[config.mk]
export PLATFORM = sky130hd
export DESIGN_NAME = alternating_bit_link_control
export DESIGN_NICKNAME = d
export VERILOG_FILES = /design/src/rtl/core/abl_pkg.sv /design/src/rtl/core/abl_front.sv /design/src/rtl/core/abl_queue.sv /design/src/rtl/core/abl_back.sv /design/src/rtl/core/alternating_bit_link_control.sv
export SDC_FILE = /design/constraint.sdc
export NUM_CORES = 1
export LEC_CHECK = 0
export BUFFER_PORTS_ARGS = -buffer_cell sky130_fd_sc_hd__buf_2
export CORE_MARGIN = 3
export CORE_UTILIZATION = 60
export CTS_CLUSTER_SIZE = 10
export DETAILED_ROUTE_END_ITERATION = 10
export PLACE_DENSITY = 0.84
export SLEW_MARGIN = 15
export SYNTH_ARGS = -nofsm -noshare
export SYNTH_HDL_FRONTEND = slang
export SYNTH_SLANG_ARGS = --single-unit
[constraint.sdc]
create_clock -name clock -period 5.56 [get_ports clock]
set_input_delay 0.278 -clock clock [delete_from_list [all_inputs] [get_ports clock]]
set_output_delay 0.278 -clock clock [all_outputs]
set_load 0.02 [all_outputs]
[src/rtl/core/abl_pkg.sv]
// Shared types and constants for the alternating-bit link control block.
// No dependencies; imported by every module under rtl/core.
package abl_pkg;

   localparam logic [7:0]  HEADER_BYTES = 8'd10;
   localparam logic [15:0] MAGIC_WORD   = 16'd44203;

   typedef enum logic [1:0] {
      OP_RECEIVE = 2'd0,
      OP_SEND    = 2'd1,
      OP_LOAD    = 2'd2
   } op_type;

   typedef enum logic [1:0] {
      MODE_OFF     = 2'd0,
      MODE_PASSIVE = 2'd1,
      MODE_ACTIVE  = 2'd2
   } mode_type;

   localparam logic [1:0] DELAY_WAKE  = 2'd0;
   localparam logic [1:0] DELAY_SHORT = 2'd1;
   localparam logic [1:0] DELAY_LONG  = 2'd2;

   localparam logic [1:0] RP_NONE = 2'd0;
   localparam logic [1:0] RP_ONE  = 2'd1;
   localparam logic [1:0] RP_TWO  = 2'd2;

   // Classified beat, as queued between front and back
   typedef struct packed {
      logic [1:0] op;
      logic       magic_ok;
      logic       payload;   // packet carries bytes beyond the header
      logic       len_ok;    // length field nonzero and fits
      logic       bok;
      logic       load_ok;   // buffer obtained and nonzero length
      logic [7:0] plen;
      logic [7:0] pcur;
      logic [7:0] pexp;
      logic [7:0] olen;
   } item_type;

   // Result beat
   typedef struct packed {
      logic       send_now;
      logic [7:0] tx_length;
      logic [7:0] tx_current;
      logic [7:0] tx_expected;
      logic [1:0] retry_delay;
      logic       delivered;
      logic [7:0] delivered_length;
      logic       out_done;
      logic       wake;
      logic       foreign;
   } result_type;

   // Queue handshake towards either side
   typedef struct packed {
      logic full;
      logic valid;
   } q_status_type;

endpackage

[src/rtl/core/abl_front.sv]
// Front end: takes request beats and classifies them (state independent checks).
// Depends on abl_pkg.
module abl_front
   import abl_pkg::*;
(
   input  logic         req_valid,
   input  q_status_type q_status,
   input  logic [1:0]   req_operation,
   input  logic [15:0]  req_pkt_magic,
   input  logic [7:0]   req_pkt_length,
   input  logic [7:0]   req_pkt_current,
   input  logic [7:0]   req_pkt_expected,
   input  logic [7:0]   req_pkt_bytes_left,
   input  logic         req_buffer_ok,
   input  logic [7:0]   req_out_length,
   output logic         req_ready,
   output logic         push,
   output item_type     push_item
);

   logic [8:0] need;

   assign req_ready = !q_status.full;
   assign push      = req_valid && !q_status.full;

   // length plus header must fit in the bytes received
   assign need = {1'b0, req_pkt_length} + {1'b0, HEADER_BYTES};

   always_comb begin
      push_item.op       = req_operation;
      push_item.magic_ok = (req_pkt_magic == MAGIC_WORD);
      push_item.payload  = (req_pkt_bytes_left > HEADER_BYTES);
      push_item.len_ok   = (req_pkt_length != 8'd0) && (need <= {1'b0, req_pkt_bytes_left});
      push_item.bok      = req_buffer_ok;
      push_item.load_ok  = req_buffer_ok && (req_out_length != 8'd0);
      push_item.plen     = req_pkt_length;
      push_item.pcur     = req_pkt_current;
      push_item.pexp     = req_pkt_expected;
      push_item.olen     = req_out_length;
   end

endmodule

[src/rtl/core/abl_queue.sv]
// Two-entry queue decoupling the classifier from the execution stage.
// Depends on abl_pkg.
module abl_queue
   import abl_pkg::*;
(
   input  logic         clock,
   input  logic         reset,
   input  logic         push,
   input  item_type     push_item,
   input  logic         pop,
   output q_status_type q_status,
   output item_type     head_item
);

   item_type   entry_ff [2];
   logic       wr_ptr_ff, wr_ptr_in;
   logic       rd_ptr_ff, rd_ptr_in;
   logic [1:0] count_ff,  count_in;

   assign q_status.full  = (count_ff == 2'd2);
   assign q_status.valid = (count_ff != 2'd0);
   assign head_item      = entry_ff[rd_ptr_ff];

   always_comb begin
      wr_ptr_in = push ? !wr_ptr_ff : wr_ptr_ff;
      rd_ptr_in = pop  ? !rd_ptr_ff : rd_ptr_ff;
      count_in  = count_ff;
      if (push && !pop) begin
         count_in = count_ff + 2'd1;
      end else if (pop && !push) begin
         count_in = count_ff - 2'd1;
      end
   end

   always_ff @(posedge clock) begin
      if (reset) begin
         wr_ptr_ff <= 1'b0;
         rd_ptr_ff <= 1'b0;
         count_ff  <= 2'd0;
      end else begin
         wr_ptr_ff <= wr_ptr_in;
         rd_ptr_ff <= rd_ptr_in;
         count_ff  <= count_in;
      end
   end

   always_ff @(posedge clock) begin
      if (push) begin
         entry_ff[wr_ptr_ff] <= push_item;
      end
   end

   a_no_overflow: assert property (@(posedge clock) disable iff (reset)
      q_status.full |-> !push)
      else $error("queue push while full");

   a_no_underflow: assert property (@(posedge clock) disable iff (reset)
      !q_status.valid |-> !pop)
      else $error("queue pop while empty");

   a_count_range: assert property (@(posedge clock) disable iff (reset)
      count_ff != 2'd3)
      else $error("queue count out of range");

endmodule

[src/rtl/core/abl_back.sv]
// Execution stage: link state, mode register and the registered result beat.
// Depends on abl_pkg.
module abl_back
   import abl_pkg::*;
(
   input  logic         clock,
   input  logic         reset,
   input  logic         csr_wr_en,
   input  logic [1:0]   csr_wr_data,
   input  q_status_type q_status,
   input  item_type     head_item,
   input  logic         rsp_ready,
   output logic         pop,
   output logic         rsp_valid,
   output result_type   rsp_beat
);

   mode_type   mode_ff, mode_in;
   logic [7:0] cur_ff,  cur_in;
   logic [7:0] exp_ff,  exp_in;
   logic [7:0] pend_ff, pend_in;
   logic [1:0] rp_ff,   rp_in;
   logic       rsp_valid_ff, rsp_valid_in;
   result_type rsp_ff,  res_in;

   assign pop       = q_status.valid && (!rsp_valid_ff || rsp_ready);
   assign rsp_valid = rsp_valid_ff;
   assign rsp_beat  = rsp_ff;

   always_comb begin
      if (!csr_wr_en) begin
         mode_in = mode_ff;
      end else if (csr_wr_data == 2'd3) begin
         mode_in = MODE_ACTIVE;   // top code folds onto active
      end else begin
         mode_in = mode_type'(csr_wr_data);
      end
   end

   always_comb begin
      cur_in  = cur_ff;
      exp_in  = exp_ff;
      pend_in = pend_ff;
      rp_in   = rp_ff;
      res_in  = '0;
      unique case (head_item.op)
         OP_RECEIVE: begin
            if (!head_item.magic_ok) begin
               res_in.foreign = 1'b1;
            end else begin
               // ack / nak of our outgoing message
               if (pend_ff != 8'd0) begin
                  if (head_item.pexp != cur_ff) begin
                     pend_in         = 8'd0;
                     rp_in           = RP_NONE;
                     res_in.out_done = 1'b1;
                     cur_in          = head_item.pexp;
                  end else begin
                     if (rp_ff == RP_NONE) begin
                        rp_in = RP_ONE;
                     end
                     res_in.wake = 1'b1;
                  end
               end else begin
                  cur_in = head_item.pexp;
               end
               // payload part
               if (head_item.payload) begin
                  if (rp_in == RP_NONE) begin
                     rp_in = RP_ONE;
                  end
                  res_in.wake = 1'b1;
                  if (head_item.pcur == exp_ff && head_item.len_ok && head_item.bok) begin
                     res_in.delivered        = 1'b1;
                     res_in.delivered_length = head_item.plen;
                     exp_in                  = exp_ff + 8'd1;
                  end
               end
            end
         end
         OP_SEND: begin
            if (mode_ff == MODE_PASSIVE) begin
               if (rp_ff != RP_NONE) begin
                  if (head_item.bok) begin
                     res_in.send_now    = 1'b1;
                     res_in.tx_length   = pend_ff;
                     res_in.tx_current  = cur_ff;
                     res_in.tx_expected = exp_ff;
                     rp_in              = rp_ff - 2'd1;
                     if (rp_ff != RP_ONE) begin
                        res_in.retry_delay = DELAY_LONG;
                     end
                  end else begin
                     res_in.retry_delay = DELAY_SHORT;
                  end
               end
            end else if (mode_ff == MODE_ACTIVE) begin
               if (head_item.bok) begin
                  res_in.send_now    = 1'b1;
                  res_in.tx_length   = pend_ff;
                  res_in.tx_current  = cur_ff;
                  res_in.tx_expected = exp_ff;
                  res_in.retry_delay = DELAY_LONG;
               end else begin
                  res_in.retry_delay = DELAY_SHORT;
               end
               if (rp_ff != RP_NONE) begin
                  rp_in = rp_ff - 2'd1;
               end
            end
         end
         OP_LOAD: begin
            if (head_item.load_ok && pend_ff == 8'd0) begin
               pend_in     = head_item.olen;
               rp_in       = RP_TWO;
               res_in.wake = 1'b1;
            end
         end
         default: begin
         end
      endcase
   end

   always_comb begin
      rsp_valid_in = rsp_valid_ff;
      if (pop) begin
         rsp_valid_in = 1'b1;
      end else if (rsp_ready) begin
         rsp_valid_in = 1'b0;
      end
   end

   always_ff @(posedge clock) begin
      if (reset) begin
         mode_ff      <= MODE_OFF;
         cur_ff       <= 8'd0;
         exp_ff       <= 8'd0;
         pend_ff      <= 8'd0;
         rp_ff        <= RP_NONE;
         rsp_valid_ff <= 1'b0;
      end else begin
         mode_ff      <= mode_in;
         rsp_valid_ff <= rsp_valid_in;
         if (pop) begin
            cur_ff  <= cur_in;
            exp_ff  <= exp_in;
            pend_ff <= pend_in;
            rp_ff   <= rp_in;
         end
      end
   end

   always_ff @(posedge clock) begin
      if (pop) begin
         rsp_ff <= res_in;
      end
   end

   a_hold_result: assert property (@(posedge clock) disable iff (reset)
      (rsp_valid_ff && !rsp_ready) |-> !pop)
      else $error("result overwritten while stalled");

   a_tx_zero: assert property (@(posedge clock) disable iff (reset)
      (rsp_valid_ff && !rsp_ff.send_now) |->
         (rsp_ff.tx_length == 8'd0 && rsp_ff.tx_current == 8'd0 &&
          rsp_ff.tx_expected == 8'd0))
      else $error("header fields set without a send");

   a_foreign_alone: assert property (@(posedge clock) disable iff (reset)
      (rsp_valid_ff && rsp_ff.foreign) |->
         (!rsp_ff.wake && !rsp_ff.delivered && !rsp_ff.out_done && !rsp_ff.send_now))
      else $error("foreign packet had side effects");

   a_mode_fold: assert property (@(posedge clock) disable iff (reset)
      (csr_wr_en && csr_wr_data == 2'd3) |=> (mode_ff == MODE_ACTIVE))
      else $error("mode code 3 not folded to active");

endmodule

[src/rtl/core/alternating_bit_link_control.sv]
// Top level of the alternating-bit link control block.
// Depends on abl_pkg, abl_front, abl_queue and abl_back.
//
// Usage:
//   req_* is the event channel (valid/ready): a received header, a send
//   opportunity or a new outgoing message. Every accepted beat yields exactly
//   one beat on rsp_* (valid/ready), in order.
//   csr_wr_en/csr_wr_data write the link mode (off, passive, active); write it
//   only while the block is idle. Code 3 is stored as active.
//   An accepted beat is written into the queue, moved into the result register
//   when the output is free, and presented on rsp_* from that register.
//   Throughput: one beat per cycle while rsp_ready is high, as the sequence and
//   pending registers in the execution stage are updated on every pop.
//   The classifier feeds a two-entry queue; req_ready is low only when that
//   queue is full, so with rsp_ready held low two further beats are taken
//   (plus the one held in the output register) before the input stalls.
//   Reset (synchronous, active high) clears the sequence numbers, the pending
//   message, the reply counter, the mode and the queue; no sweep is needed.
module alternating_bit_link_control
   import abl_pkg::*;
(
   input  logic        clock,
   input  logic        reset,
   // configuration
   input  logic        csr_wr_en,
   input  logic [1:0]  csr_wr_data,
   // request channel
   input  logic        req_valid,
   output logic        req_ready,
   input  logic [1:0]  req_operation,
   input  logic [15:0] req_pkt_magic,
   input  logic [7:0]  req_pkt_length,
   input  logic [7:0]  req_pkt_current,
   input  logic [7:0]  req_pkt_expected,
   input  logic [7:0]  req_pkt_bytes_left,
   input  logic        req_buffer_ok,
   input  logic [7:0]  req_out_length,
   // response channel
   output logic        rsp_valid,
   input  logic        rsp_ready,
   output logic        rsp_send_now,
   output logic [7:0]  rsp_tx_length,
   output logic [7:0]  rsp_tx_current,
   output logic [7:0]  rsp_tx_expected,
   output logic [1:0]  rsp_retry_delay,
   output logic        rsp_delivered,
   output logic [7:0]  rsp_delivered_length,
   output logic        rsp_out_done,
   output logic        rsp_wake,
   output logic        rsp_foreign
);

   q_status_type q_status;
   logic         push;
   logic         pop;
   item_type     push_item;
   item_type     head_item;
   result_type   rsp_beat;

   // classify incoming beats
   abl_front u_front (
      .req_valid          (req_valid),
      .q_status           (q_status),
      .req_operation      (req_operation),
      .req_pkt_magic      (req_pkt_magic),
      .req_pkt_length     (req_pkt_length),
      .req_pkt_current    (req_pkt_current),
      .req_pkt_expected   (req_pkt_expected),
      .req_pkt_bytes_left (req_pkt_bytes_left),
      .req_buffer_ok      (req_buffer_ok),
      .req_out_length     (req_out_length),
      .req_ready          (req_ready),
      .push               (push),
      .push_item          (push_item)
   );

   // decoupling queue
   abl_queue u_queue (
      .clock     (clock),
      .reset     (reset),
      .push      (push),
      .push_item (push_item),
      .pop       (pop),
      .q_status  (q_status),
      .head_item (head_item)
   );

   // state update and result register
   abl_back u_back (
      .clock       (clock),
      .reset       (reset),
      .csr_wr_en   (csr_wr_en),
      .csr_wr_data (csr_wr_data),
      .q_status    (q_status),
      .head_item   (head_item),
      .rsp_ready   (rsp_ready),
      .pop         (pop),
      .rsp_valid   (rsp_valid),
      .rsp_beat    (rsp_beat)
   );

   // unpack result beat onto ports
   assign rsp_send_now         = rsp_beat.send_now;
   assign rsp_tx_length        = rsp_beat.tx_length;
   assign rsp_tx_current       = rsp_beat.tx_current;
   assign rsp_tx_expected      = rsp_beat.tx_expected;
   assign rsp_retry_delay      = rsp_beat.retry_delay;
   assign rsp_delivered        = rsp_beat.delivered;
   assign rsp_delivered_length = rsp_beat.delivered_length;
   assign rsp_out_done         = rsp_beat.out_done;
   assign rsp_wake             = rsp_beat.wake;
   assign rsp_foreign          = rsp_beat.foreign;

endmodule
==> metrics.yaml, run 1 <==
vias_per_cell: 5.60
grt_pass1_vias: 4312
crit_path_max_fanout: 33
cts.sinks: 151
total_power_mw: 3.74
clk_path_buf_depth: 2
dp_cells: 699
drt-initial-drc-count: 280
htreeDepth: 4
tightestPinTransition_ns: 0.921
arrival_ns: 4.37
gp_congestion: 0.800
synthTopCellsByCount: "117 x edfxtp_1, 35 x mux2i_1, 34 x dfxtp_1"
vdd_drop_max_mv: 0.249
grt_max_degree: 40
die-area_mm2: 0.0120
crit_type: "flip-flop to flip-flop"
tritoncts: "yes"
multi_input_area_mm2: 0.00210
initial_core_util_pct: 62.2
slew_violations: 0
setup_violations: 0
syn_nets: 552
wire_per_inst_um: 17.2
maxSlewHeadroom_pct: 38.6
seqCellArea_mm2: 0.00420
synth.yosys.seq_area_share_pct: 65.0
finalWirelength_mm: 13.2
antenna_found_initial: 0
skew_ns: 0.00796
ios: 107
postSynthAreaPerCell_um2: 13.8
synth.top_cell.area_share_pct: 54.5
final_cells: 769
cts_resized: 0
netlist-cell-type-count: 52
dp_hpwl_mm: 8.25
run_status: "completed"
async_flop_share_pct: 0
gr-total-overflow: 0
synth_most_common_cell: "edfxtp_1"
synth_seq_cells: 151
finalWorstSetupSlack_ns: 1.64
max_freq_mhz: 255
die_x_um: 110
cp-end-kind: "flip-flop"
synthFlopType: "edfxtp_1"
drc: 0
ys_warn_count: 0
finalHoldViolations: 0
critPathLaunchType: "flip-flop"
area_growth_syn_to_layout_pct: 25.3
firstDrtPassIters: 5
netlist_instances: 468
synth_edf_count: 117
finalCriticalPeriod_ns: 3.92
synth_area_mm2: 0.00645
synth_area_leaders: "edfxtp_1 54%, dfxtp_1 11%, mux2i_1 5.4%"
rows: 37
core_area_mm2: 0.0104
grt_pass1_wl_mm: 21.1
cts_root_buf: "clkbuf_8"
track_usage_pct: 23.7
nNetsFinal: 704
io_buffers: 106
drive_gt1_share_pct: 24.2
routed-via-count: 4307
final_antenna_net_count: 0
p_leak_nw: 3.10
maxCapViolCount: 0
rsz0062_at_grt: "false"
place_ws_ns: 1.70
finalCritPeriodShare_pct: 70.4
clkSlewWorstSetupHoldPaths_ns: 0.06
cts_buffers: 17
fillerInstances: 614
die_h_um: 110
yosysTopAreaCell: "edfxtp_1"
powerDensity_mw_per_mm2: 463
holdCritPathClass: "input pin to flip-flop"
critPathRequiredTime_ns: 6.01
clock_latency_ns: 0.54
fin_setup_tns_ns: 0
antennaDiodeCount: 0
## kinds of logic (layout without fill, tap and decap cells)
family                     count (synthesis)  in the layout  synth area share (%)
buffers and inverters                     33            198                  2.52
and+or+nand+nor                          128            128                  11.3
DFF                                      151            151                  65.0
AOI/OAI and AO/OA                         70             70                  7.33
xor gates and xnor gates                  26             26                  3.53
muxes                                     42             42                  6.83
adders and majority gates                 18             18                  3.49
## flip-flops by register name (all words and copies together) (netlist names), named ones only
signal and count:
u_back.rp_ff 2, u_back.pend_ff 8, u_queue.wr_ptr_ff 1, u_queue.count_ff 2
u_queue.rd_ptr_ff 1, u_back.rsp_beat 39, u_back.cur_ff 8, u_back.mode_ff 2
u_back.exp_ff 8, u_back.rsp_valid 1, u_queue.entry_ff 78
## timing repair
item,4_1_cts,5_1_grt
hold buffers,37,0
buffers inserted,0,0
hold endpoints to repair,72,0
## power by group
| part | switching [mW] | internal, mW | total [mW] |
|---|---|---|---|
| logic | 0.653 | 0.375 | 1.03 |
| registers | 0.0920 | 1.50 | 1.59 |
| clock network | 0.427 | 0.691 | 1.12 |
## path summary, 6_finish.rpt
| check | startpoint | endpoint | cells after the start | slack, ns |
|---|---|---|---|---|
| max reg2reg | flip-flop | u_back.exp_ff[6] | 9 | 1.64 |
| min reg2reg | u_back.pend_ff[7] | u_back.pend_ff[7] | 1 | 0.48 |
| min | csr_wr_en | u_back.mode_ff[1] | 3 | 0.04 |
| max | flip-flop | u_back.exp_ff[6] | 9 | 1.64 |
## area by class of cell
class | instances | share of cell area, %
clock buffer | 25 | 6.52
timing repair buffer | 148 | 11.9
clock inverter | 7 | 0.774
inverter | 18 | 0.836
tap | 136 | 2.10
multi-input combinational | 284 | 26.0
sequential | 151 | 51.9
## per-stage QoR
step	cell area [µm²]	util (%)	hold slack, ns
floorplan	6450	-	0.377
finish	8080	78.0	0.0386
detailed placement	7100	68.4	0.460
global placement	7100	68.4	0.457
CTS	8060	77.7	0.0217
global route	8080	78.0	0.0505
## cell usage in the layout (no fill, tap or decap), types with 10 or more instances in the layout
cell type / count
edfxtp_1: 117
and2_1: 26
clkbuf_16: 18
nor2_1: 25
mux2i_1: 35
dfxtp_1: 33
xnor2_1: 15
inv_1: 17
xor2_1: 11
nand2_1: 12
buf_2: 106
a21oi_1: 19
dlygate4sd3_1: 37
a211oi_1: 10
o21ai_0: 11
ha_1: 18
## worst max-delay path, stage by stage (launching register included)
cell,delay (ns)
dfxtp_2,0.48
buf_4,0.52
mux2_2,0.44
inv_1,0.09
ha_1,0.21
a21boi_1,0.33
nand4_1,0.12
or4_1,0.82
or4_1,0.62
a21oi_1,0.19
## per-layer routing
layer	part of all wire, %	vias to the layer above	track usage, %
li1	-	2054	-
met1	40	2051	27.6
met2	52	172	41.3
met3	5.9	30	5.75
met4	2.2	0	10.8
met5	0	-	0
(Power assumes the default switching activity.)
==> run 2, diff against run 1 <==
Settings changed: CORE_UTILIZATION 60 to 56, PLACE_DENSITY 0.84 to 0.79.
Clock period 5.56 ns to 3.98 ns, I/O delays scaled along.
==> run 2 against run 1 <==
Against the previous run: non-clock buffer count fell by 10; clock skew up 0.0051 ns; fmax is 20% higher; power up 34%; core utilization fell by 6.2 points; critical endpoint is now u_back.exp_ff[7]; largest cell class unchanged.
==> metrics.yaml, run 2 (synthesis results as in run 1) <==
layout_common_cells: "117 x edfxtp_1, 106 x buf_2, 35 x mux2i_1"  # was 117 x edfxtp_1, 106 x buf_2, 37 x dlygate4sd3_1
vdd_drop_max_mv: 0.366  # was 0.249 mV
core_area_mm2: 0.0110  # was 0.0104 mm²
grt_pass1_wl_mm: 21.4  # was 21.1 mm
cts.sinks: 151  # unchanged
r2r_slack_ns: 0.71  # was 1.64 ns
finalCriticalPeriod_ns: 3.27  # was 3.92 ns
grt_max_degree: 40  # unchanged
dp_cells: 704  # was 699
p_leak_nw: 3.01  # was 3.10 nW
r2r-end: "u_back.exp_ff[7]"  # was u_back.exp_ff[6]
clk_path_buf_depth: 2  # unchanged
crit_path_max_fanout: 18  # was 33
slowest_delay_ns: 0.87  # was 0.82 ns
nNetsFinal: 694  # was 704
tritoncts: "yes"  # unchanged
whs_ns: 0.0275  # was 0.0386 ns
setup_violations: 0  # unchanged
routed-via-count: 4276  # was 4307
die_x_um: 113  # was 110 µm
track_usage_pct: 21.7  # was 23.7%
seqCellArea_mm2: 0.00420  # unchanged
skew_ns: 0.0131  # was 0.00796 ns
initial_core_util_pct: 58.5  # was 62.2%
multi_input_area_mm2: 0.00210  # unchanged
area_growth_syn_to_layout_pct: 22.6  # was 25.3%
drt-initial-drc-count: 238  # was 280
critPathCapture: "u_back.exp_ff[7]"  # was u_back.exp_ff[6]
final_antenna_net_count: 0  # unchanged
maxSlewHeadroom_pct: 37.2  # was 38.6%
vias_per_cell: 5.60  # about the same
layout_commonest_cell: "edfxtp_1"  # unchanged
crit_chain: "mux2_2 > inv_1 > ha_1 > a21boi_1 > nand4_1 > or4_1 > nor4_1 > mux2_1"  # was buf_4 > mux2_2 > inv_1 > ha_1 > a21boi_1 > nand4_1 > or4_1 > or4_1 > a21oi_1
final_cells: 763  # was 769
firstDrtPassIters: 5  # unchanged
rows: 38  # was 37
antenna_found_initial: 0  # unchanged
gr-total-overflow: 0  # unchanged
ios: 107  # unchanged
finalHoldViolations: 0  # unchanged
clkSlewWorstSetupHoldPaths_ns: 0.06  # about the same
clock_latency_ns: 0.42  # was 0.54 ns
wire_per_inst_um: 17.3  # was 17.2 µm
run_status: "completed"  # unchanged
drc: 0  # unchanged
io_buffers: 106  # unchanged
die-area_mm2: 0.0128  # was 0.0120 mm²
cts_hold_buf: 26  # was 37
max_freq_mhz: 306  # was 255 MHz
finalWorstSetupSlack_ns: 0.709  # was 1.64 ns
cts_root_buf: "clkbuf_16"  # was clkbuf_8
fin_setup_tns_ns: 0  # unchanged
drive_gt1_share_pct: 24.1  # was 24.2%
critPathLaunchType: "flip-flop"  # unchanged
cts_buffers: 17  # unchanged
rsz0062_at_grt: "false"  # unchanged
antennaDiodeCount: 0  # unchanged
gp_congestion: 0.834  # was 0.800
cpMaxStageDelayCell: "or4_1"  # unchanged
powerDensity_mw_per_mm2: 635  # was 463 mW/mm²
grt_pass1_vias: 4350  # was 4312
finalWirelength_mm: 13.2  # about the same
critPathRequiredTime_ns: 4.28  # was 6.01 ns
arrival_ns: 3.57  # was 4.37 ns
reg2regPathDepth: 8  # was 9
die_h_um: 113  # was 110 µm
post-cts-setup-buffers: 0  # unchanged
slew_violations: 0  # unchanged
total_power_mw: 5.02  # was 3.74 mW
htreeDepth: 4  # unchanged
fillerInstances: 718  # was 614
place_ws_ns: 0.792  # was 1.70 ns
cts_resized: 0  # unchanged
cp-end-kind: "flip-flop"  # unchanged
maxCapViolCount: 0  # unchanged
largest_register: "u_queue.entry_ff"  # unchanged
finalCritPeriodShare_pct: 82.2  # was 70.4%
dp_hpwl_mm: 8.64  # was 8.25 mm
crit_type: "flip-flop to flip-flop"  # unchanged
tightestPinTransition_ns: 0.943  # was 0.921 ns
holdCritPathClass: "input pin to flip-flop"  # unchanged
largest_reg_flops: 78  # unchanged
run 2: area by class of cell:
type	instances	area share, %
multi-input combinational	284	26.6
sequential	151	53.0
timing repair buffer	138	10.8
clock inverter	11	0.791
inverter	18	0.854
tap	140	2.21
clock buffer	21	5.69
run 2: worst min path at each step:
stage                                   start                 endpoint  slack, ns  cells after the start
after floorplan             req_out_length[0]   u_queue.entry_ff[0][0]       0.30                      0
after global placement    req_pkt_expected[3]  u_queue.entry_ff[0][11]       0.39                      1
after detailed placement   req_pkt_current[0]  u_queue.entry_ff[1][16]       0.39                      1
after CTS                       req_buffer_ok  u_queue.entry_ff[0][33]       0.01                      1
after global routing        req_pkt_length[0]  u_queue.entry_ff[0][24]       0.02                      1
final                       req_pkt_length[0]  u_queue.entry_ff[0][24]       0.03                      1
run 2: routing by layer:
| layer | up-vias | global-route usage, % | wire (µm) |
|---|---|---|---|
| met5 | - | 0 | 0 |
| li1 | 2040 | - | - |
| met4 | 0 | 7.77 | 225 |
| met3 | 19 | 5.08 | 725 |
| met1 | 2081 | 25.8 | 5340 |
| met2 | 136 | 38.3 | 6910 |
run 2: worst max-delay path, delay by kind of cell, from the launching register on:
| family | cells | cell delay, ns |
|---|---|---|
| AO/OA/AOI/OAI | 1 | 0.31 |
| adder cells (fa/ha/maj) | 1 | 0.20 |
| buffers and inverters | 1 | 0.09 |
| flip-flops | 1 | 0.36 |
| multiplexers | 2 | 0.74 |
| AND/OR/NAND/NOR | 3 | 1.47 |
run 2: power by group:
part,switching [mW],total (mW),internal [mW]
registers,0.111,2.21,2.10
clock network,0.576,1.38,0.801
logic,0.917,1.44,0.522
run 2: through the flow:
stage	cell area [µm²]	util, %
finish	7910	71.7
global route	7910	71.7
CTS	7880	71.5
detailed placement	7110	64.5
global placement	7110	64.5
floorplan	6450	-
